### src/rnra_pkg.sv
// Shared types, constants and neighbor functions of the ring arbiter.
package rnra_pkg;

    localparam int MAX_SEATS   = 8;
    localparam int SEAT_IDX_W  = $clog2(MAX_SEATS);
    localparam int SEAT_CNT_W  = 4;
    localparam int MASK_W      = 8;

    localparam logic [SEAT_CNT_W-1:0] SEAT_CNT_RESET = 4'd5;
    localparam logic [SEAT_CNT_W-1:0] SEAT_CNT_MIN   = 4'd2;
    localparam logic [SEAT_CNT_W-1:0] SEAT_CNT_MAX   = SEAT_CNT_W'(MAX_SEATS);

    localparam logic FUNC_REQUEST = 1'b0;
    localparam logic FUNC_RELEASE = 1'b1;

    typedef logic [SEAT_IDX_W-1:0] t_seat_idx;
    typedef logic [SEAT_CNT_W-1:0] t_seat_cnt;

    typedef enum logic [1:0] {
        SEAT_IDLE = 2'd0,
        SEAT_WAIT = 2'd1,
        SEAT_HOLD = 2'd2
    } t_seat_st;

    typedef t_seat_st [MAX_SEATS-1:0] t_seat_vec;

    typedef struct packed {
        logic exec;
    } t_dp_cmd;

    // Effective ring size: the register clamped into the legal range.
    function automatic t_seat_cnt f_ring_size(input t_seat_cnt cnt);
        t_seat_cnt res;
        res = cnt;
        if (cnt < SEAT_CNT_MIN) res = SEAT_CNT_MIN;
        if (cnt > SEAT_CNT_MAX) res = SEAT_CNT_MAX;
        return res;
    endfunction

    function automatic t_seat_idx f_left(input t_seat_idx i, input t_seat_cnt n);
        t_seat_cnt last;
        last = n - 4'd1;
        return (i == '0) ? last[SEAT_IDX_W-1:0] : t_seat_idx'(i - 1'b1);
    endfunction

    function automatic t_seat_idx f_right(input t_seat_idx i, input t_seat_cnt n);
        t_seat_cnt nxt;
        nxt = t_seat_cnt'(i) + 4'd1;
        return (nxt == n) ? '0 : nxt[SEAT_IDX_W-1:0];
    endfunction

endpackage

### src/rnra_if.sv
// Valid/ready channel interfaces for requests and results.
interface rnra_req_if;
    logic                    valid;
    logic                    ready;
    logic                    func;
    logic [2:0]              seat_index;

    modport source (output valid, output func, output seat_index, input ready);
    modport sink   (input valid, input func, input seat_index, output ready);
endinterface

interface rnra_rsp_if;
    logic                    valid;
    logic                    ready;
    logic [7:0]              new_grants;
    logic [7:0]              holding_mask;
    logic                    bad_index;

    modport source (output valid, output new_grants, output holding_mask,
                    output bad_index, input ready);
    modport sink   (input valid, input new_grants, input holding_mask,
                    input bad_index, output ready);
endinterface

### src/rnra_ctrl.sv
// Controller: sequences one request at a time from acceptance to delivery.
module rnra_ctrl (
    input  logic             i_clk,
    input  logic             i_rst_n,
    input  logic             i_in_valid,
    input  logic             i_out_ready,
    output logic             o_in_ready,
    output logic             o_out_valid,
    output rnra_pkg::t_dp_cmd o_cmd
);

    typedef enum logic {
        ST_IDLE,
        ST_SEND
    } t_state;

    t_state r_state;
    logic   r_in_ready;
    logic   r_out_valid;

    always_ff @(posedge i_clk) begin
        if (!i_rst_n) begin
            r_state     <= ST_IDLE;
            r_in_ready  <= 1'b1;
            r_out_valid <= 1'b0;
        end else begin
            unique case (r_state)
                ST_IDLE: begin
                    if (i_in_valid && r_in_ready) begin
                        r_state     <= ST_SEND;
                        r_in_ready  <= 1'b0;
                        r_out_valid <= 1'b1;
                    end
                end
                ST_SEND: begin
                    if (i_out_ready) begin
                        r_state     <= ST_IDLE;
                        r_in_ready  <= 1'b1;
                        r_out_valid <= 1'b0;
                    end
                end
                default: begin
                    r_state     <= ST_IDLE;
                    r_in_ready  <= 1'b1;
                    r_out_valid <= 1'b0;
                end
            endcase
        end
    end

    // The datapath evaluates and registers the result in the accept cycle.
    assign o_cmd.exec  = i_in_valid && r_in_ready;
    assign o_in_ready  = r_in_ready;
    assign o_out_valid = r_out_valid;

endmodule

### src/rnra_dp.sv
// Datapath: seat state table, ring size register and result register.
module rnra_dp (
    input  logic                                i_clk,
    input  logic                                i_rst_n,
    input  rnra_pkg::t_dp_cmd                   i_cmd,
    input  logic                                i_func,
    input  rnra_pkg::t_seat_idx                 i_seat_index,
    input  logic                                i_cfg_we,
    input  rnra_pkg::t_seat_cnt                 i_cfg_wdata,
    output logic [rnra_pkg::MASK_W-1:0]         o_new_grants,
    output logic [rnra_pkg::MASK_W-1:0]         o_holding_mask,
    output logic                                o_bad_index
);

    rnra_pkg::t_seat_vec                 r_seat;
    rnra_pkg::t_seat_cnt                 r_seat_count;
    logic [rnra_pkg::MASK_W-1:0]         r_new_grants;
    logic [rnra_pkg::MASK_W-1:0]         r_holding;
    logic                                r_bad;

    rnra_pkg::t_seat_vec                 n_seat;
    logic [rnra_pkg::MASK_W-1:0]         n_grants;
    logic [rnra_pkg::MASK_W-1:0]         n_holding;
    logic                                n_bad;
    rnra_pkg::t_seat_cnt                 ring_n;
    rnra_pkg::t_seat_cnt                 cfg_n;
    rnra_pkg::t_seat_idx                 seat_l;
    rnra_pkg::t_seat_idx                 seat_r;

    // A waiting seat is granted when neither of its neighbors holds.
    function automatic logic f_can_grant(input rnra_pkg::t_seat_vec st,
                                         input rnra_pkg::t_seat_idx i,
                                         input rnra_pkg::t_seat_cnt n);
        return (st[i] == rnra_pkg::SEAT_WAIT) &&
               (st[rnra_pkg::f_left(i, n)] != rnra_pkg::SEAT_HOLD) &&
               (st[rnra_pkg::f_right(i, n)] != rnra_pkg::SEAT_HOLD);
    endfunction

    assign ring_n = rnra_pkg::f_ring_size(r_seat_count);
    assign cfg_n  = rnra_pkg::f_ring_size(i_cfg_wdata);
    assign seat_l = rnra_pkg::f_left(i_seat_index, ring_n);
    assign seat_r = rnra_pkg::f_right(i_seat_index, ring_n);
    assign n_bad  = (rnra_pkg::t_seat_cnt'(i_seat_index) >= ring_n);

    always_comb begin
        n_seat   = r_seat;
        n_grants = '0;
        if (!n_bad) begin
            if (i_func == rnra_pkg::FUNC_REQUEST) begin
                n_seat[i_seat_index] = rnra_pkg::SEAT_WAIT;
                if (f_can_grant(n_seat, i_seat_index, ring_n)) begin
                    n_seat[i_seat_index]   = rnra_pkg::SEAT_HOLD;
                    n_grants[i_seat_index] = 1'b1;
                end
            end else begin
                n_seat[i_seat_index] = rnra_pkg::SEAT_IDLE;
                if (f_can_grant(n_seat, seat_l, ring_n)) begin
                    n_seat[seat_l]   = rnra_pkg::SEAT_HOLD;
                    n_grants[seat_l] = 1'b1;
                end
                // In a ring of two this finds the left grant and does nothing.
                if (f_can_grant(n_seat, seat_r, ring_n)) begin
                    n_seat[seat_r]   = rnra_pkg::SEAT_HOLD;
                    n_grants[seat_r] = 1'b1;
                end
            end
        end
        for (int i = 0; i < rnra_pkg::MASK_W; i++) begin
            n_holding[i] = (n_seat[i] == rnra_pkg::SEAT_HOLD) &&
                           (rnra_pkg::t_seat_cnt'(i) < ring_n);
        end
    end

    // The user must write the ring size only while no request is in flight; the block does not enforce it.
    always_ff @(posedge i_clk) begin
        if (!i_rst_n) begin
            for (int i = 0; i < rnra_pkg::MAX_SEATS; i++) begin
                r_seat[i] <= rnra_pkg::SEAT_IDLE;
            end
            r_seat_count <= rnra_pkg::SEAT_CNT_RESET;
        end else begin
            if (i_cfg_we) begin
                r_seat_count <= i_cfg_wdata;
                for (int i = 0; i < rnra_pkg::MAX_SEATS; i++) begin
                    if (rnra_pkg::t_seat_cnt'(i) >= cfg_n) begin
                        r_seat[i] <= rnra_pkg::SEAT_IDLE;
                    end
                end
            end else if (i_cmd.exec) begin
                r_seat <= n_seat;
            end
        end
    end

    always_ff @(posedge i_clk) begin
        if (i_cmd.exec) begin
            r_new_grants <= n_grants;
            r_holding    <= n_holding;
            r_bad        <= n_bad;
        end
    end

    assign o_new_grants   = r_new_grants;
    assign o_holding_mask = r_holding;
    assign o_bad_index    = r_bad;

endmodule

### src/ring_neighbor_resource_arbiter_unit.sv
// Top level of the ring neighbor resource arbiter.
//
//  Channel  Dir  Handshake        Payload
//  i_req    in   valid / ready    func, seat_index
//  o_rsp    out  valid / ready    new_grants, holding_mask, bad_index
//  cfg      in   i_cfg_we         i_cfg_wdata (seat_count)
//
// A request is evaluated in the cycle it is accepted and its result is shown
// from the next cycle, held in the single result register until it is taken.
// Reset clears the seat table to all idle and the ring size to five.
// While a result waits, no new request is accepted.
module ring_neighbor_resource_arbiter_unit (
    input  logic                i_clk,
    input  logic                i_rst_n,
    rnra_req_if.sink            i_req,
    rnra_rsp_if.source          o_rsp,
    input  logic                i_cfg_we,
    input  logic [3:0]          i_cfg_wdata
);

    rnra_pkg::t_dp_cmd cmd;

    rnra_ctrl u_ctrl (
        .i_clk       (i_clk),
        .i_rst_n     (i_rst_n),
        .i_in_valid  (i_req.valid),
        .i_out_ready (o_rsp.ready),
        .o_in_ready  (i_req.ready),
        .o_out_valid (o_rsp.valid),
        .o_cmd       (cmd)
    );

    rnra_dp u_dp (
        .i_clk          (i_clk),
        .i_rst_n        (i_rst_n),
        .i_cmd          (cmd),
        .i_func         (i_req.func),
        .i_seat_index   (i_req.seat_index),
        .i_cfg_we       (i_cfg_we),
        .i_cfg_wdata    (i_cfg_wdata),
        .o_new_grants   (o_rsp.new_grants),
        .o_holding_mask (o_rsp.holding_mask),
        .o_bad_index    (o_rsp.bad_index)
    );

endmodule

### src/flat_wrapper.sv
// flat-port wrapper written by rule: the top's interface ports become plain ports
module ring_neighbor_resource_arbiter_unit_flat 
  (i_clk, i_rst_n, i_cfg_we, i_cfg_wdata, i_req_valid, i_req_func, i_req_seat_index, i_req_ready, o_rsp_valid, o_rsp_new_grants, o_rsp_holding_mask, o_rsp_bad_index, o_rsp_ready);
  rnra_req_if i_req_i ();
  rnra_rsp_if o_rsp_i ();
  input  logic i_clk;
  input  logic i_rst_n;
  input  logic i_cfg_we;
  input  logic [3:0] i_cfg_wdata;
  input wire logic [$bits(i_req_i.valid)-1:0] i_req_valid;
  input wire logic [$bits(i_req_i.func)-1:0] i_req_func;
  input wire logic [$bits(i_req_i.seat_index)-1:0] i_req_seat_index;
  output wire logic [$bits(i_req_i.ready)-1:0] i_req_ready;
  output wire logic [$bits(o_rsp_i.valid)-1:0] o_rsp_valid;
  output wire logic [$bits(o_rsp_i.new_grants)-1:0] o_rsp_new_grants;
  output wire logic [$bits(o_rsp_i.holding_mask)-1:0] o_rsp_holding_mask;
  output wire logic [$bits(o_rsp_i.bad_index)-1:0] o_rsp_bad_index;
  input wire logic [$bits(o_rsp_i.ready)-1:0] o_rsp_ready;
  assign i_req_i.valid = i_req_valid;
  assign i_req_i.func = i_req_func;
  assign i_req_i.seat_index = i_req_seat_index;
  assign i_req_ready = i_req_i.ready;
  assign o_rsp_valid = o_rsp_i.valid;
  assign o_rsp_new_grants = o_rsp_i.new_grants;
  assign o_rsp_holding_mask = o_rsp_i.holding_mask;
  assign o_rsp_bad_index = o_rsp_i.bad_index;
  assign o_rsp_i.ready = o_rsp_ready;
  ring_neighbor_resource_arbiter_unit u_core (.i_clk(i_clk), .i_rst_n(i_rst_n), .i_req(i_req_i), .o_rsp(o_rsp_i), .i_cfg_we(i_cfg_we), .i_cfg_wdata(i_cfg_wdata));
endmodule
### config.mk
export PLATFORM = sky130hd
export DESIGN_NAME = ring_neighbor_resource_arbiter_unit_flat
export DESIGN_NICKNAME = d
export VERILOG_FILES = /design/src/rnra_pkg.sv /design/src/rnra_if.sv /design/src/rnra_ctrl.sv /design/src/rnra_dp.sv /design/src/ring_neighbor_resource_arbiter_unit.sv /design/src/flat_wrapper.sv
export SDC_FILE = /design/constraint.sdc
export NUM_CORES = 1
export LEC_CHECK = 0
export BUFFER_PORTS_ARGS = -buffer_cell sky130_fd_sc_hd__buf_2
export CAP_MARGIN = 20
export CORE_UTILIZATION = 30
export DETAILED_ROUTE_END_ITERATION = 8
export PLACE_DENSITY = 0.58
export SYNTH_ARGS = -nofsm -noshare
export SYNTH_HDL_FRONTEND = slang
export SYNTH_SLANG_ARGS = --single-unit
### constraint.sdc
create_clock -name i_clk -period 5.1 [get_ports i_clk]
set_input_delay 0.51 -clock i_clk [delete_from_list [all_inputs] [get_ports i_clk]]
set_output_delay 0.51 -clock i_clk [all_outputs]
set_load 0.02 [all_outputs]
==> impl_metrics.ini <==
[run_status]
status = finished, final reports clean

[synth]
synth_commonest_cells = 86 x nand2_1, 58 x nor2_1, 42 x a21oi_1
synth_cells = 618
yosysUniqueCellTypes = 91
synth_top_cell_by_area = edfxtp_1
netlist_top_cells_area = edfxtp_1 11%, dfxtp_1 10%, nand2_1 7.0%, nor2_1 4.7%, a21oi_1 4.6%
synth-main-ff-cell = dfxtp_1
synth-seq-area-share_pct = 21.12
avgSynthCellArea_um2 = 7.438
synth.most_common_cell = nand2_1
ys_warn_count = 0
syn_area_um2 = 4597
synth_top_area_share_pct = 11.11
synth_nets = 644
async_reset_ff_share_pct = 0
synth_edf_count = 17
synth-seq-cells = 40

[timing]
fmax_mhz = 200.1
finalSetupViolCount = 0
fin_skew_ns = 0.008492
hold_violations = 0
holdWs_ns = 0.5026
worstMarginPinSlew_ns = 0.8809
layout_min_cycle_time_ns = 4.998
maxSlewViolCount = 0
setup_ws_ns = 0.1017
finalCritPeriodShare_pct = 98.01
relSlewSlack_pct = 41.15

[setup_path]
critPathSlowestCell = or4b_4
critical_path_class = reg -> reg
cp-start-kind = register
cp.arrival_ns = 5.14
r2r-end = u_core.u_dp.o_holding_mask[5]
worstReg2RegStart = u_core.u_dp.r_seat_count[3]
crit_chain = nand2b_1, or2_4, inv_4, ha_4, or4b_4, o32ai_4, nand3_2, and2_4, ha_2, mux2i_1, o211a_1, a31o_2, o2111ai_1, nand4_1, a311oi_2, o221ai_4, buf_6, nor4b_4, buf_4, o21ai_0, a21oi_1
end_kind = register
cp_data_required_time_ns = 5.24
crit_fanout = 6
cp_slowest_stage_delay_ns = 0.50
rrSetupSlack_ns = 0.10
worstRegToRegCells = 21

[routing]
drt-pass1-iter-count = 6
via_count = 5547
wl_per_cell_um = 21.35
met3_length_um = 1879
routed_wirelength_um = 18860
drt_first_iter_violations = 588
wl_met2_um = 8444
drcViolationCount = 0
antenna_left = 0
post_drt_via_cell_ratio = 6.282
top_layer = met4
met1_length_um = 7954

[global_route]
grt_pass1_vias = 5227
antenna_found_initial = 0
grt_max_degree = 37
grt_pass1_wl_um = 28990
gr-total-overflow = 0
grt_use_total_pct = 23.31

[hold_path]
min_to = u_core.u_ctrl.o_out_valid
hp-class = reg -> reg
min_path_cells = 2
holdCritStartpoint = u_core.u_ctrl.o_out_valid

[die]
die_w_um = 125.8
io_pins = 32
die-height_um = 125.8
die-area_um2 = 15820
core_um2 = 14750
start_util_pct = 31.16
rows = 44

[power_and_ir_drop]
power_density_nw_per_um2 = 259.2
seqPwrFrac_pct = 24.8
pwr-share-clk_pct = 22.4
power.internal_uw = 872.7
ir_worst_vdd_mv = 0.1165
power.switching_uw = 615.3
swShare_pct = 41.35
power.total_mw = 1.488
cellLeakagePower_nw = 2.312
pwr-share-comb_pct = 52.8

[clock_tree]
cts-root-buf = clkbuf_16
clkTransAtPathRegs_ns = 0.06
cts_buffer_depth = 2
cts_tree = built
clock_latency_ns = 0.29
cts.sink_count = 40
cts_buffers = 5
htree_num_levels = 2

[placed_design]
io_buffer_count = 31
gp_congestion = 0.9494
dpl-instance-area_um2 = 5336
dp_hpwl_um = 14410
post-place-ws_ns = -0.1699

[flow_run]
max-cap-violations = 0

[finish]
drive_gt1_share_pct = 23.32
nFillCells = 1559
n_antenna_cell = 0
area_growth_pct = 24.90
final_cell_area_um2 = 5742
nets = 724
state kept, by name, indices dropped and copies added, names as in the netlist:
| name | cells |
|---|---|
| u_core.u_dp.o_holding_mask | 8 |
| u_core.u_ctrl.o_out_valid | 1 |
| u_core.u_dp.o_bad_index | 1 |
| u_core.u_dp.r_seat | 16 |
| u_core.u_ctrl.r_state | 1 |
| u_core.u_dp.o_new_grants | 8 |
| u_core.u_dp.r_seat_count | 4 |
| u_core.u_ctrl.o_in_ready | 1 |
placed cells by master (no fill, tap or decap), drive strengths merged, types with 7 or more instances in the layout:
cell type / count
inv: 19
edfxtp: 17
nor2b: 10
dfxtp: 23
o21ai: 39
a21oi: 42
or3: 11
xnor2: 7
ha: 13
nand3: 22
nor3b: 8
nand2b: 11
clkbuf: 7
and2: 13
o21a: 7
buf: 107
a31oi: 12
nor3: 16
mux2i: 19
o31ai: 8
a211oi: 7
a21o: 15
nand2: 86
nor2: 58
layout make-up:
class | count | area [µm²] | area share [%]
flip-flops and latches | 40 | 970.9 | 16.91
repair buffers | 107 | 737.0 | 12.84
inverters | 19 | 73.82 | 1.286
clock inverters | 1 | 5.005 | 0.08716
clock buffers | 7 | 153.9 | 2.680
multi-input cells | 525 | 3571 | 62.19
well taps | 184 | 230.2 | 4.010
power by group through the flow:
stage | logic (mW) | clock network [mW] | registers (mW)
final | 0.786 | 0.334 | 0.369
after global routing | 0.834 | 0.356 | 0.371
after CTS | 0.709 | 0.338 | 0.368
after detailed placement | 0.692 | 0 | 0.375
after global placement | 0.691 | 0 | 0.374
after floorplan | 0.428 | 0 | 0.391
worst max-delay path by stage:
stage                     slack [ns]                       endpoint                        start
final                           0.10  u_core.u_dp.o_holding_mask[5]  u_core.u_dp.r_seat_count[3]
after global routing           -0.06  u_core.u_dp.o_holding_mask[5]  u_core.u_dp.r_seat_count[3]
after CTS                       0.03    u_core.u_dp.o_new_grants[2]  u_core.u_dp.r_seat_count[3]
after detailed placement       -0.17  u_core.u_dp.o_holding_mask[5]  u_core.u_dp.r_seat_count[3]
after global placement         -0.02         u_core.u_dp.r_seat[10]  u_core.u_dp.r_seat_count[3]
after floorplan                 0.02    u_core.u_dp.o_new_grants[2]          i_req_seat_index[0]
timing repair:
item	4_1_cts	5_1_grt
hold buffers	0	0
pin swaps	2	18
resized for setup	5	24
buffers inserted	3	9
gates cloned	0	0
setup endpoints to repair	11	31
cells by family (layout without fill, tap and decap cells):
family	Yosys count	count (layout)	synth area share, %
DFF	40	40	21.12
buffers and inverters	53	134	4.572
adders and majority gates	13	13	3.538
AOI/OAI and AO/OA	206	206	32.28
xor gates and xnor gates	9	9	2.042
muxes	25	25	6.097
and+or+nand+nor	272	272	30.35
through the flow:
| stage | util (%) | cells | setup TNS [ns] |
|---|---|---|---|
| 2_1_floorplan | - | 618 | 0 |
| 3_3_place_gp | 36.17 | 863 | -0.04707 |
| 3_5_place_dp | 36.17 | 863 | -0.5287 |
| 4_1_cts | 37.55 | 874 | 0 |
| 5_1_grt | 38.92 | 883 | -0.2792 |
| 6_report | 38.92 | 883 | 0 |
critical path: cells and delay by family (launching register included):
kind	cells	cell delay, ns
AOI/OAI and AO/OA	8	1.94
buffers and inverters	3	0.43
and+or+nand+nor	7	1.65
muxes	1	0.13
DFF	1	0.32
adders and majority gates	2	0.42
per-layer routing:
metal | global-route usage, % | vias up
met5 | 0 | -
met3 | 5.650 | 59
met1 | 30.83 | 2649
li1 | - | 2503
met4 | 8.079 | 0
met2 | 36.99 | 336
Note: power is estimated with default switching activity, not from simulation.
